<file path="src/sv/mcsef_pkg.sv">
`timescale 1ns / 1ps
// ----------------------------------------------------------------------------
// mcsef_pkg
// Shared types and constants for the weighted power-sum checksum unit.
// ----------------------------------------------------------------------------
package mcsef_pkg;

   localparam int SUM_W   = 32;  // accumulator and syndrome width
   localparam int COUNT_W = 13;  // byte count, holds the unit length itself
   localparam int POS_W   = 12;  // zero-based error position
   localparam int DELTA_W = 9;   // signed correction amount
   localparam int CSR_IDX_W = 2;

   // Result status codes
   localparam logic [1:0] STATUS_CLEAN   = 2'd0;
   localparam logic [1:0] STATUS_LOCATED = 2'd1;
   localparam logic [1:0] STATUS_UNCORR  = 2'd2;

   // Register indexes
   localparam logic [CSR_IDX_W-1:0] CSR_REF_PLAIN  = 2'd0;
   localparam logic [CSR_IDX_W-1:0] CSR_REF_LINEAR = 2'd1;
   localparam logic [CSR_IDX_W-1:0] CSR_REF_SQUARE = 2'd2;
   localparam logic [CSR_IDX_W-1:0] CSR_REF_CUBE   = 2'd3;

   // Reference sums of the pristine unit
   typedef struct packed {
      logic [SUM_W-1:0] plain;
      logic [SUM_W-1:0] linear;
      logic [SUM_W-1:0] square;
      logic [SUM_W-1:0] cube;
   } ref_sums_type;

   // One finished unit, handed from the front to the checker
   typedef struct packed {
      logic [SUM_W-1:0]   s0;
      logic [SUM_W-1:0]   s1;
      logic [SUM_W-1:0]   s2;
      logic [SUM_W-1:0]   s3;
      logic [COUNT_W-1:0] count;
   } syn_entry_type;

endpackage

</file>
<file path="src/sv/moment_checksum_single_error_fix_unit.sv">
`timescale 1ns / 1ps
// ----------------------------------------------------------------------------
// moment_checksum_single_error_fix_unit
// Weighted power-sum checksum over a byte stream with single-error location.
// ----------------------------------------------------------------------------
// Usage:
//  - req_* takes one byte per request; req_last_byte closes the unit, and a
//    unit also closes on its MAX_UNIT_BYTES-th byte.
//  - rsp_* gives one result per unit: status, error position and delta.
//  - csr_* writes the four reference sums (index 0..3); write them while
//    the block is idle.
// Timing:
//  - Bytes are taken one per cycle, back to back, unless req_stall holds them.
//  - For a clean unit or a delta out of range the checker goes straight to
//    the result; otherwise the full test runs: the 32-step serial divide of
//    the checker, then the square and cube checks.
//  - Finished units wait in a two-entry queue, so the intake stalls only
//    when two units are queued behind one under check.
// Reset clears the sums, counters, queue and reference registers; nothing
// is presented until a unit ends. While rsp_stall is high the result holds,
// the checker holds its next result, and the intake runs until the queue fills.
// ----------------------------------------------------------------------------
module moment_checksum_single_error_fix_unit
   import mcsef_pkg::*;
#(
   parameter int MAX_UNIT_BYTES = 4096
) (
   input  logic                      clock,
   input  logic                      reset,
   input  logic                      req_valid,
   output logic                      req_stall,
   input  logic [7:0]                req_data_byte,
   input  logic                      req_last_byte,
   output logic                      rsp_valid,
   input  logic                      rsp_stall,
   output logic [1:0]                rsp_status,
   output logic [POS_W-1:0]          rsp_error_position,
   output logic signed [DELTA_W-1:0] rsp_error_delta,
   input  logic                      csr_write,
   input  logic [CSR_IDX_W-1:0]      csr_index,
   input  logic [SUM_W-1:0]          csr_wdata
);

   ref_sums_type  ref_ff;
   logic          push;
   syn_entry_type push_entry;
   logic          queue_full;
   logic          pop;
   logic          not_empty;
   syn_entry_type head;

   // reference sum registers
   always_ff @(posedge clock) begin
      if (reset) begin
         ref_ff <= '0;
      end else if (csr_write) begin
         unique case (csr_index)
            CSR_REF_PLAIN:  ref_ff.plain  <= csr_wdata;
            CSR_REF_LINEAR: ref_ff.linear <= csr_wdata;
            CSR_REF_SQUARE: ref_ff.square <= csr_wdata;
            CSR_REF_CUBE:   ref_ff.cube   <= csr_wdata;
            default: begin
            end
         endcase
      end
   end

   mcsef_front #(
      .MAX_UNIT_BYTES (MAX_UNIT_BYTES)
   ) u_front (
      .clock         (clock),
      .reset         (reset),
      .req_valid     (req_valid),
      .req_stall     (req_stall),
      .req_data_byte (req_data_byte),
      .req_last_byte (req_last_byte),
      .ref_sums      (ref_ff),
      .push          (push),
      .push_entry    (push_entry),
      .queue_full    (queue_full)
   );

   mcsef_queue u_queue (
      .clock      (clock),
      .reset      (reset),
      .push       (push),
      .push_entry (push_entry),
      .full       (queue_full),
      .pop        (pop),
      .not_empty  (not_empty),
      .head       (head)
   );

   mcsef_back u_back (
      .clock              (clock),
      .reset              (reset),
      .not_empty          (not_empty),
      .head               (head),
      .pop                (pop),
      .rsp_valid          (rsp_valid),
      .rsp_stall          (rsp_stall),
      .rsp_status         (rsp_status),
      .rsp_error_position (rsp_error_position),
      .rsp_error_delta    (rsp_error_delta)
   );

endmodule

</file>
<file path="src/sv/mcsef_front.sv">
`timescale 1ns / 1ps
// ----------------------------------------------------------------------------
// mcsef_front
// Byte intake: keeps running powers of the byte index, forms the three
// weighted products in one stage and accumulates them in the next; at the
// end of a unit pushes the four syndromes into the queue.
// ----------------------------------------------------------------------------
module mcsef_front
   import mcsef_pkg::*;
#(
   parameter int MAX_UNIT_BYTES = 4096
) (
   input  logic               clock,
   input  logic               reset,
   input  logic               req_valid,
   output logic               req_stall,
   input  logic [7:0]         req_data_byte,
   input  logic               req_last_byte,
   input  ref_sums_type       ref_sums,
   output logic               push,
   output syn_entry_type      push_entry,
   input  logic               queue_full
);

   // index powers for the next byte (cnt + 1, its square and cube)
   logic [COUNT_W-1:0] cnt_ff, cnt_in;
   logic [SUM_W-1:0]   pw2_ff, pw2_in;
   logic [SUM_W-1:0]   pw3_ff, pw3_in;

   // product stage
   logic               b_valid_ff, b_valid_in;
   logic [7:0]         b_v_ff;
   logic [20:0]        b_p1_ff;
   logic [SUM_W-1:0]   b_p2_ff;
   logic [SUM_W-1:0]   b_p3_ff;
   logic               b_end_ff;
   logic [COUNT_W-1:0] b_count_ff;

   // accumulators
   logic [SUM_W-1:0]   acc0_ff, acc0_in;
   logic [SUM_W-1:0]   acc1_ff, acc1_in;
   logic [SUM_W-1:0]   acc2_ff, acc2_in;
   logic [SUM_W-1:0]   acc3_ff, acc3_in;

   logic [COUNT_W-1:0] idx;
   logic               end_a;
   logic               accept;
   logic               b_go;
   logic [SUM_W-1:0]   sum0, sum1, sum2, sum3;
   logic [20:0]        p1;
   logic [39:0]        p2_full, p3_full;
   logic [SUM_W-1:0]   idx_w;

   // handshake: hold off only while an end-of-unit request waits on the queue
   assign req_stall = b_valid_ff && b_end_ff && queue_full;
   assign accept    = req_valid && !req_stall;
   assign b_go      = b_valid_ff && !(b_end_ff && queue_full);

   assign idx   = cnt_ff + COUNT_W'(1);
   assign idx_w = SUM_W'(idx);
   assign end_a = req_last_byte || (idx == COUNT_W'(MAX_UNIT_BYTES));

   // weighted products, one multiplier each
   assign p1      = 21'(req_data_byte * idx);
   assign p2_full = req_data_byte * pw2_ff;
   assign p3_full = req_data_byte * pw3_ff;

   // index powers step forward: (i+1)^2 and (i+1)^3 by differences
   always_comb begin
      cnt_in = cnt_ff;
      pw2_in = pw2_ff;
      pw3_in = pw3_ff;
      if (accept) begin
         if (end_a) begin
            cnt_in = '0;
            pw2_in = SUM_W'(1);
            pw3_in = SUM_W'(1);
         end else begin
            cnt_in = idx;
            pw2_in = pw2_ff + (idx_w << 1) + SUM_W'(1);
            pw3_in = pw3_ff + (pw2_ff << 1) + pw2_ff + (idx_w << 1) + idx_w + SUM_W'(1);
         end
      end
   end

   // accumulate and form syndromes
   assign sum0 = acc0_ff + SUM_W'(b_v_ff);
   assign sum1 = acc1_ff + SUM_W'(b_p1_ff);
   assign sum2 = acc2_ff + b_p2_ff;
   assign sum3 = acc3_ff + b_p3_ff;

   always_comb begin
      acc0_in = acc0_ff;
      acc1_in = acc1_ff;
      acc2_in = acc2_ff;
      acc3_in = acc3_ff;
      if (b_go) begin
         if (b_end_ff) begin
            acc0_in = '0;
            acc1_in = '0;
            acc2_in = '0;
            acc3_in = '0;
         end else begin
            acc0_in = sum0;
            acc1_in = sum1;
            acc2_in = sum2;
            acc3_in = sum3;
         end
      end
   end

   assign push             = b_go && b_end_ff;
   assign push_entry.s0    = sum0 - ref_sums.plain;
   assign push_entry.s1    = sum1 - ref_sums.linear;
   assign push_entry.s2    = sum2 - ref_sums.square;
   assign push_entry.s3    = sum3 - ref_sums.cube;
   assign push_entry.count = b_count_ff;

   // product stage occupancy
   always_comb begin
      b_valid_in = b_valid_ff;
      if (accept) begin
         b_valid_in = 1'b1;
      end else if (b_go) begin
         b_valid_in = 1'b0;
      end
   end

   // control state
   always_ff @(posedge clock) begin
      if (reset) begin
         cnt_ff     <= '0;
         pw2_ff     <= SUM_W'(1);
         pw3_ff     <= SUM_W'(1);
         b_valid_ff <= 1'b0;
         acc0_ff    <= '0;
         acc1_ff    <= '0;
         acc2_ff    <= '0;
         acc3_ff    <= '0;
      end else begin
         cnt_ff     <= cnt_in;
         pw2_ff     <= pw2_in;
         pw3_ff     <= pw3_in;
         b_valid_ff <= b_valid_in;
         acc0_ff    <= acc0_in;
         acc1_ff    <= acc1_in;
         acc2_ff    <= acc2_in;
         acc3_ff    <= acc3_in;
      end
   end

   // product stage payload
   always_ff @(posedge clock) begin
      if (accept) begin
         b_v_ff     <= req_data_byte;
         b_p1_ff    <= p1;
         b_p2_ff    <= p2_full[SUM_W-1:0];
         b_p3_ff    <= p3_full[SUM_W-1:0];
         b_end_ff   <= end_a;
         b_count_ff <= idx;
      end
   end

endmodule

</file>
<file path="src/sv/mcsef_queue.sv">
`timescale 1ns / 1ps
// ----------------------------------------------------------------------------
// mcsef_queue
// Two-entry queue of finished units between the byte intake and the checker.
// ----------------------------------------------------------------------------
module mcsef_queue
   import mcsef_pkg::*;
(
   input  logic          clock,
   input  logic          reset,
   input  logic          push,
   input  syn_entry_type push_entry,
   output logic          full,
   input  logic          pop,
   output logic          not_empty,
   output syn_entry_type head
);

   syn_entry_type slot_ff [2];
   logic          wr_ptr_ff, wr_ptr_in;
   logic          rd_ptr_ff, rd_ptr_in;
   logic [1:0]    fill_ff, fill_in;

   assign full      = (fill_ff == 2'd2);
   assign not_empty = (fill_ff != 2'd0);
   assign head      = slot_ff[rd_ptr_ff];

   // pointer and fill update
   always_comb begin
      wr_ptr_in = wr_ptr_ff;
      rd_ptr_in = rd_ptr_ff;
      fill_in   = fill_ff;
      if (push) begin
         wr_ptr_in = ~wr_ptr_ff;
      end
      if (pop) begin
         rd_ptr_in = ~rd_ptr_ff;
      end
      if (push && !pop) begin
         fill_in = fill_ff + 2'd1;
      end else if (pop && !push) begin
         fill_in = fill_ff - 2'd1;
      end
   end

   always_ff @(posedge clock) begin
      if (reset) begin
         wr_ptr_ff <= 1'b0;
         rd_ptr_ff <= 1'b0;
         fill_ff   <= 2'd0;
      end else begin
         wr_ptr_ff <= wr_ptr_in;
         rd_ptr_ff <= rd_ptr_in;
         fill_ff   <= fill_in;
      end
   end

   // entry storage
   always_ff @(posedge clock) begin
      if (push) begin
         slot_ff[wr_ptr_ff] <= push_entry;
      end
   end

endmodule

</file>
<file path="src/sv/mcsef_back.sv">
`timescale 1ns / 1ps
// ----------------------------------------------------------------------------
// mcsef_back
// Syndrome checker: classifies a finished unit, runs a bit-serial divide of
// the linear syndrome by the delta, then checks the square and cube terms
// over registered multiply steps and presents the result.
// ----------------------------------------------------------------------------
module mcsef_back
   import mcsef_pkg::*;
(
   input  logic                      clock,
   input  logic                      reset,
   input  logic                      not_empty,
   input  syn_entry_type             head,
   output logic                      pop,
   output logic                      rsp_valid,
   input  logic                      rsp_stall,
   output logic [1:0]                rsp_status,
   output logic [POS_W-1:0]          rsp_error_position,
   output logic signed [DELTA_W-1:0] rsp_error_delta
);

   localparam int DIV_STEPS = SUM_W;
   localparam int STEP_W    = $clog2(DIV_STEPS);
   localparam int SQ_W      = 34;   // holds d*q*q for any q up to the unit length

   typedef enum logic [6:0] {
      S_IDLE   = 7'b0000001,
      S_DIVIDE = 7'b0000010,
      S_SQUARE = 7'b0000100,
      S_SCALE  = 7'b0001000,
      S_CUBE   = 7'b0010000,
      S_VERIFY = 7'b0100000,
      S_FINISH = 7'b1000000
   } state_type;

   state_type state_ff, state_in;

   // working registers
   logic [SUM_W-1:0]          s2_ff, s2_in;
   logic [SUM_W-1:0]          s3_ff, s3_in;
   logic [COUNT_W-1:0]        count_ff, count_in;
   logic signed [DELTA_W-1:0] d_ff, d_in;
   logic [7:0]                dsr_ff, dsr_in;
   logic [SUM_W-1:0]          dvd_ff, dvd_in;
   logic [7:0]                rem_ff, rem_in;
   logic [STEP_W-1:0]         step_ff, step_in;
   logic                      sign_ok_ff, sign_ok_in;
   logic [COUNT_W-1:0]        q_ff, q_in;
   logic [2*COUNT_W-1:0]      qq_ff, qq_in;
   logic signed [SQ_W-1:0]    sq_ff, sq_in;
   logic                      sq_ok_ff, sq_ok_in;
   logic [SUM_W-1:0]          cube_ff, cube_in;

   // result staging and output register
   logic [1:0]                res_status_ff, res_status_in;
   logic [POS_W-1:0]          res_pos_ff, res_pos_in;
   logic signed [DELTA_W-1:0] res_delta_ff, res_delta_in;
   logic                      rsp_valid_ff, rsp_valid_in;
   logic [1:0]                rsp_status_ff;
   logic [POS_W-1:0]          rsp_pos_ff;
   logic signed [DELTA_W-1:0] rsp_delta_ff;

   logic       all_zero;
   logic       d_ok;
   logic [8:0] trial;
   logic       fits;
   logic [7:0] rem_next;
   logic [SUM_W-1:0] quo_next;
   logic       div_pass;
   logic       out_free;
   logic [SUM_W-1:0] abs_s1;
   logic [7:0] abs_d;
   logic signed [2*COUNT_W:0] qq_signed;
   logic signed [2*COUNT_W+DELTA_W:0] sq_full;
   logic [SUM_W+COUNT_W-1:0] cube_full;
   logic signed [SQ_W-1:0] s2_ext;

   assign out_free = !rsp_valid_ff || !rsp_stall;
   assign pop      = (state_ff == S_IDLE) && not_empty;

   // classify the popped unit
   assign all_zero = (head.s0 == '0) && (head.s1 == '0) && (head.s2 == '0) && (head.s3 == '0);
   assign d_ok     = (head.s0[7:0] != 8'd0) &&
                     ((head.s0[SUM_W-1:8] == '0) || (head.s0[SUM_W-1:8] == '1));
   assign abs_s1   = head.s1[SUM_W-1] ? (~head.s1 + SUM_W'(1)) : head.s1;
   assign abs_d    = head.s0[SUM_W-1] ? (~head.s0[7:0] + 8'd1) : head.s0[7:0];

   // one restoring divide step
   assign trial    = {rem_ff, dvd_ff[SUM_W-1]};
   assign fits     = (trial >= {1'b0, dsr_ff});
   assign rem_next = fits ? 8'(trial - {1'b0, dsr_ff}) : trial[7:0];
   assign quo_next = {dvd_ff[SUM_W-2:0], fits};
   assign div_pass = (rem_next == 8'd0) && sign_ok_ff && (quo_next != '0) &&
                     (quo_next <= SUM_W'(count_ff));

   // multiply steps
   assign qq_signed = signed'({1'b0, qq_ff});
   assign sq_full   = d_ff * qq_signed;
   assign cube_full = sq_ff[SUM_W-1:0] * q_ff;
   assign s2_ext    = SQ_W'(signed'(s2_ff));

   always_comb begin
      state_in      = state_ff;
      s2_in         = s2_ff;
      s3_in         = s3_ff;
      count_in      = count_ff;
      d_in          = d_ff;
      dsr_in        = dsr_ff;
      dvd_in        = dvd_ff;
      rem_in        = rem_ff;
      step_in       = step_ff;
      sign_ok_in    = sign_ok_ff;
      q_in          = q_ff;
      qq_in         = qq_ff;
      sq_in         = sq_ff;
      sq_ok_in      = sq_ok_ff;
      cube_in       = cube_ff;
      res_status_in = res_status_ff;
      res_pos_in    = res_pos_ff;
      res_delta_in  = res_delta_ff;
      rsp_valid_in  = rsp_valid_ff;

      if (rsp_valid_ff && !rsp_stall) begin
         rsp_valid_in = 1'b0;
      end

      unique case (state_ff)
         S_IDLE: begin
            if (not_empty) begin
               s2_in         = head.s2;
               s3_in         = head.s3;
               count_in      = head.count;
               d_in          = signed'(head.s0[DELTA_W-1:0]);
               dsr_in        = abs_d;
               dvd_in        = abs_s1;
               rem_in        = 8'd0;
               step_in       = '0;
               sign_ok_in    = (head.s1[SUM_W-1] == head.s0[SUM_W-1]);
               res_pos_in    = '0;
               res_delta_in  = '0;
               if (all_zero) begin
                  res_status_in = STATUS_CLEAN;
                  state_in      = S_FINISH;
               end else if (!d_ok) begin
                  res_status_in = STATUS_UNCORR;
                  state_in      = S_FINISH;
               end else begin
                  state_in = S_DIVIDE;
               end
            end
         end
         S_DIVIDE: begin
            dvd_in  = quo_next;
            rem_in  = rem_next;
            step_in = step_ff + STEP_W'(1);
            if (step_ff == STEP_W'(DIV_STEPS - 1)) begin
               q_in = quo_next[COUNT_W-1:0];
               if (div_pass) begin
                  state_in = S_SQUARE;
               end else begin
                  res_status_in = STATUS_UNCORR;
                  state_in      = S_FINISH;
               end
            end
         end
         S_SQUARE: begin
            qq_in    = q_ff * q_ff;
            state_in = S_SCALE;
         end
         S_SCALE: begin
            sq_in    = SQ_W'(sq_full);
            state_in = S_CUBE;
         end
         S_CUBE: begin
            cube_in  = cube_full[SUM_W-1:0];
            sq_ok_in = (sq_ff == s2_ext);
            state_in = S_VERIFY;
         end
         S_VERIFY: begin
            if (sq_ok_ff && (cube_ff == s3_ff)) begin
               res_status_in = STATUS_LOCATED;
               res_pos_in    = POS_W'(q_ff - COUNT_W'(1));
               res_delta_in  = d_ff;
            end else begin
               res_status_in = STATUS_UNCORR;
            end
            state_in = S_FINISH;
         end
         S_FINISH: begin
            if (out_free) begin
               rsp_valid_in = 1'b1;
               state_in     = S_IDLE;
            end
         end
         default: begin
            state_in = S_IDLE;
         end
      endcase
   end

   // control state
   always_ff @(posedge clock) begin
      if (reset) begin
         state_ff     <= S_IDLE;
         rsp_valid_ff <= 1'b0;
      end else begin
         state_ff     <= state_in;
         rsp_valid_ff <= rsp_valid_in;
      end
   end

   // working payload
   always_ff @(posedge clock) begin
      s2_ff         <= s2_in;
      s3_ff         <= s3_in;
      count_ff      <= count_in;
      d_ff          <= d_in;
      dsr_ff        <= dsr_in;
      dvd_ff        <= dvd_in;
      rem_ff        <= rem_in;
      step_ff       <= step_in;
      sign_ok_ff    <= sign_ok_in;
      q_ff          <= q_in;
      qq_ff         <= qq_in;
      sq_ff         <= sq_in;
      sq_ok_ff      <= sq_ok_in;
      cube_ff       <= cube_in;
      res_status_ff <= res_status_in;
      res_pos_ff    <= res_pos_in;
      res_delta_ff  <= res_delta_in;
   end

   // output register, loaded as the result is presented
   always_ff @(posedge clock) begin
      if ((state_ff == S_FINISH) && out_free) begin
         rsp_status_ff <= res_status_ff;
         rsp_pos_ff    <= res_pos_ff;
         rsp_delta_ff  <= res_delta_ff;
      end
   end

   assign rsp_valid          = rsp_valid_ff;
   assign rsp_status         = rsp_status_ff;
   assign rsp_error_position = rsp_pos_ff;
   assign rsp_error_delta    = rsp_delta_ff;

endmodule

</file>
<file path="config.mk">
export PLATFORM = sky130hd
export DESIGN_NAME = moment_checksum_single_error_fix_unit
export DESIGN_NICKNAME = d
export VERILOG_FILES = /design/src/sv/mcsef_pkg.sv /design/src/sv/moment_checksum_single_error_fix_unit.sv /design/src/sv/mcsef_front.sv /design/src/sv/mcsef_queue.sv /design/src/sv/mcsef_back.sv
export SDC_FILE = /design/constraint.sdc
export NUM_CORES = 2
export LEC_CHECK = 0
export BUFFER_PORTS_ARGS = -buffer_cell sky130_fd_sc_hd__buf_2
export CORE_ASPECT_RATIO = 0.6
export CORE_MARGIN = 2
export CORE_UTILIZATION = 60
export CTS_BUF_LIST = sky130_fd_sc_hd__clkbuf_16
export DETAILED_ROUTE_END_ITERATION = 6
export PLACE_DENSITY = 0.8
export SETUP_SLACK_MARGIN = 0.2
export SYNTH_ARGS = -nofsm -noshare
export SYNTH_HDL_FRONTEND = slang
export SYNTH_HIERARCHICAL = 1
export SYNTH_SLANG_ARGS = --single-unit
</file>
<file path="constraint.sdc">
create_clock -name clock -period 17.7 [get_ports clock]
set_input_delay 3.54 -clock clock [delete_from_list [all_inputs] [get_ports clock]]
set_output_delay 3.54 -clock clock [all_outputs]
set_load 0.1 [all_outputs]
</file>
==> run summary <==
Final wirelength: 243,000 um
Yosys warning count: 6
Die extent in x: 508 um
First-pass GRT wire length: 381,000 um
Critical path buffers and inverters: 2
Cell area after synthesis: 91,400 um2
Number of placed cells counting well taps: 10,900
Mean instance size in the synthesized netlist: 10.1 um2
Last weighted congestion value of the routability-driven placer: 0.944
Vertical extent of the die: 306 um
Most frequent standard cell in the layout excluding fill and tap cells: inv_1
Worst Max-Slew Pin Slew: 1.31 ns
Via count of the first global-routing pass: 66,100
Most used cell along the critical path: fa_1
Delay of the slowest cell on the worst path: 0.58 ns
Global-route track usage on met2: 44.8%
Remaining max-slew budget at the tightest pin: 12.5%
DR DRC count: 13
Overflow left after global routing: 0
Minimum clock period: 8.78 ns
Cells after Synth: 9,084
Required @ worst endpoint: 18.15 ns
Number of max-slew violations in the final report: 0
Hold violation count in the final report: 0
Number of antenna violations at the first check in global routing: 9
Drt wl/cell: 21.9 um
Clock sink count: 1,026
Leakage power of the design: 43.3 nW
Number of detailed-routing iterations run before antenna repair: 7
Io pins: 73
Vias: 66,200
Endpoint arrival time on the critical path: 9.23 ns
Maximum clock skew at final layout: 0.106 ns
Global route hottest layer: met1
Post-cts hold buffer count: 0
Violations in the final reports: DRC
Clk Latency, worst-skew pair: 0.80 ns
Clock root buffer: clkbuf_16
Met1 Usage GRT: 47.8%
HPWL after detailed placement: 183,000 um
Setup tns final: 0 ns
Commonest non-fill, non-tap cells in the layout: inv_1, fa_1, nand2_1
Die area: 156,000 um2
Effective utilization at floorplan: 60.7%
Dominant synthesized flop cell: edfxtp_1
Fin cells: 11,100
RSZ-0062 raised after global routing: no
Number of port buffers: 72
Pin count of the biggest net entering global routing: 78
Critical path class: primary input to flop
Fraction of layout instances using a drive strength above 1: 5.67%
Synth Register Bits: 1,026
Setup violation total in the final timing report: 0
Standard cell with the maximum stage delay on the critical path: buf_2
Pwr dens: 122 nW/um2
Post-layout utilization of the core: 64.3%
Cell area after placement: 93,600 um2
Number of cell rows: 110
Maximum clock insertion buffer count: 3
Max Freq: 114 MHz
Run status: finished with violations
Post-synth ARST share: 0%
Element type at the critical path start: primary input
Crit Path Max Fanout: 37
Area of all placed cells without fillers: 96,800 um2
Number of distinct standard cells referenced by the synthesized netlist: 97
Post-synthesis sequential area ratio: 29.9%
Iteration-0 DRC count of the detailed router: 7,648
Met3 routing resource usage after global routing: 7.99%
Leading post-synthesis cells by cell area: edfxtp_1, fa_1, ha_1
Remaining antenna violation count after routing: 0
Number of fill cells: 11,500
Crit end category: flop
Post-synth EDFFs: 679
Portion of synthesized cell area occupied by the leading cell type: 22.3%
TritonCTS clock tree: done
Worst supply voltage drop on vdd: 392 uV
Cell breakdown of the critical path: buf_2, buf_4, and2_1, fa_1, fa_1, fa_1, fa_1, ha_1, o21a_1, nor2_1, a211oi_1, o41ai_1, and2_1, o211ai_1, a21oi_1, o21ai_1, a21o_1, a21oi_1, xnor2_1
Fin nets: 10,700
Total GRT Usage: 31.5%
Total core area: 151,000 um2
Final worst-path cycle share: 49.6%
Number of levels the H-tree was split into: 3
Clock edge transition at the registers on the reported setup and hold paths: 0.06 ns
Leading area contributor after synthesis: edfxtp_1
Cts repair resizes: 0
Max-cap violations: 0
Vias per inst: 5.96
Clock buffers created by TritonCTS: 98
Hold/Removal Path Class: flop to flop
WHS: 0.419 ns
Area growth syn-to-layout: 5.85%
# Post-CTS Setup Buffers: 0
Largest delay contributor family on the critical path: adder cells
-- logic make-up after synthesis --
| group | synth area share, % |
|---|---|
| other cells | 0.00821 |
| flops | 29.9 |
| fa+ha+maj | 30.2 |
| mux | 3.57 |
| compound gates | 9.12 |
| simple gates | 14.5 |
| xor+xnor | 5.82 |
| buf+inv | 6.86 |
-- power breakdown --
part	switching, W	leakage, nW	total, W	internal [W]
registers	0.000243	9.12	0.00349	0.00324
clock network	0.00103	1.65	0.00214	0.00111
logic	0.00358	32.6	0.00621	0.00262
-- worst register-to-register path: stages, from the launching register on --
cell,delay [ns]
edfxtp_1,0.36
buf_4,0.47
inv_1,0.30
nor2_1,0.24
inv_1,0.08
fa_1,0.51
inv_1,0.05
fa_1,0.49
inv_1,0.07
fa_1,0.54
inv_1,0.06
fa_1,0.54
inv_1,0.06
fa_1,0.55
inv_1,0.05
ha_1,0.40
a21o_1,0.20
a21o_1,0.17
a21oi_1,0.13
o21ai_0,0.10
a21oi_1,0.23
o221ai_1,0.17
a211oi_1,0.79
a21oi_1,0.20
xnor2_1,0.39
-- synth_stat cells, drive strengths merged (19+ instances only) --
library cell / number
inv: 1286
fa: 962
nand2: 845
edfxtp: 679
ha: 668
and2: 656
nor2: 393
a21oi: 385
xnor2: 383
dfxtp: 347
clkbuf: 277
o21ai: 271
nand2b: 226
xor2: 225
a21o: 172
mux2: 143
mux2i: 131
nand3: 115
nor2b: 82
a22oi: 74
buf: 61
o21bai: 59
nor3: 58
and3: 55
nor4: 55
o21a: 53
nand4: 41
a22o: 39
a211oi: 34
o31ai: 31
a31oi: 26
or3: 23
a21boi: 19
-- layer usage --
layer,share of wire (%),wire length (um)
met5,0.016,40
met4,2.7,6560
met3,12,29500
met2,41,101000
met1,44,106000
-- flip-flops by register name (all words and copies together), names as in the netlist, 13 cells and up, named ones only --
register            flops
u_front/b_count_ff     13
u_back/count_ff        13
u_back/sq_ff           34
u_front/b_p1_ff        21
u_front/acc2_ff        32
u_back/s2_ff           32
u_back/dvd_ff          32
u_front/pw3_ff         32
u_front/b_p3_ff        32
u_back/qq_ff           25
ref_ff                128
u_front/acc3_ff        32
u_front/b_p2_ff        32
u_back/s3_ff           32
u_front/acc1_ff        32
u_front/acc0_ff        32
u_back/q_ff            13
u_front/cnt_ff         13
u_queue/slot_ff       282
u_back/cube_ff         32
u_front/pw2_ff         32
-- layout make-up --
cell class	count	area (um2)	area share, %
Multi-Input combinational cell	6435	57900	59.8
Sequential cell	1026	27300	28.3
Inverter	1286	4830	4.99
Tap cell	2016	2520	2.61
Clock buffer	99	2480	2.56
Timing Repair Buffer	150	955	0.987
Clock inverter	86	736	0.760
Antenna cell	3	7.51	0.00776
-- worst paths after layout --
path	start	end	slack, ns	cells after the start
worst min register to register	u_back/res_delta_ff[8]$_SDFFCE_PP0P_	u_back/rsp_error_delta[8]$_DFFE_PP_	0.42	0
worst max register to register	u_back/q_ff[9]$_DFFE_PP_	u_back/qq_ff[25]$_DFFE_PP_	10.36	24
worst min-delay path	u_back/res_delta_ff[8]$_SDFFCE_PP0P_	u_back/rsp_error_delta[8]$_DFFE_PP_	0.42	0
worst max-delay path	req_data_byte[6]	u_front/b_p3_ff[31]$_DFFE_PP_	8.92	19
-- stage by stage --
stage	total power, W	setup slack, ns
final	0.0118	8.92
after global routing	0.0127	8.66
after CTS	0.0118	9.07
after detailed placement	0.00956	8.34
after global placement	0.00939	8.39
after floorplan	0.00817	9.28
No activity file was read; power rests on OpenSTA's default activity.
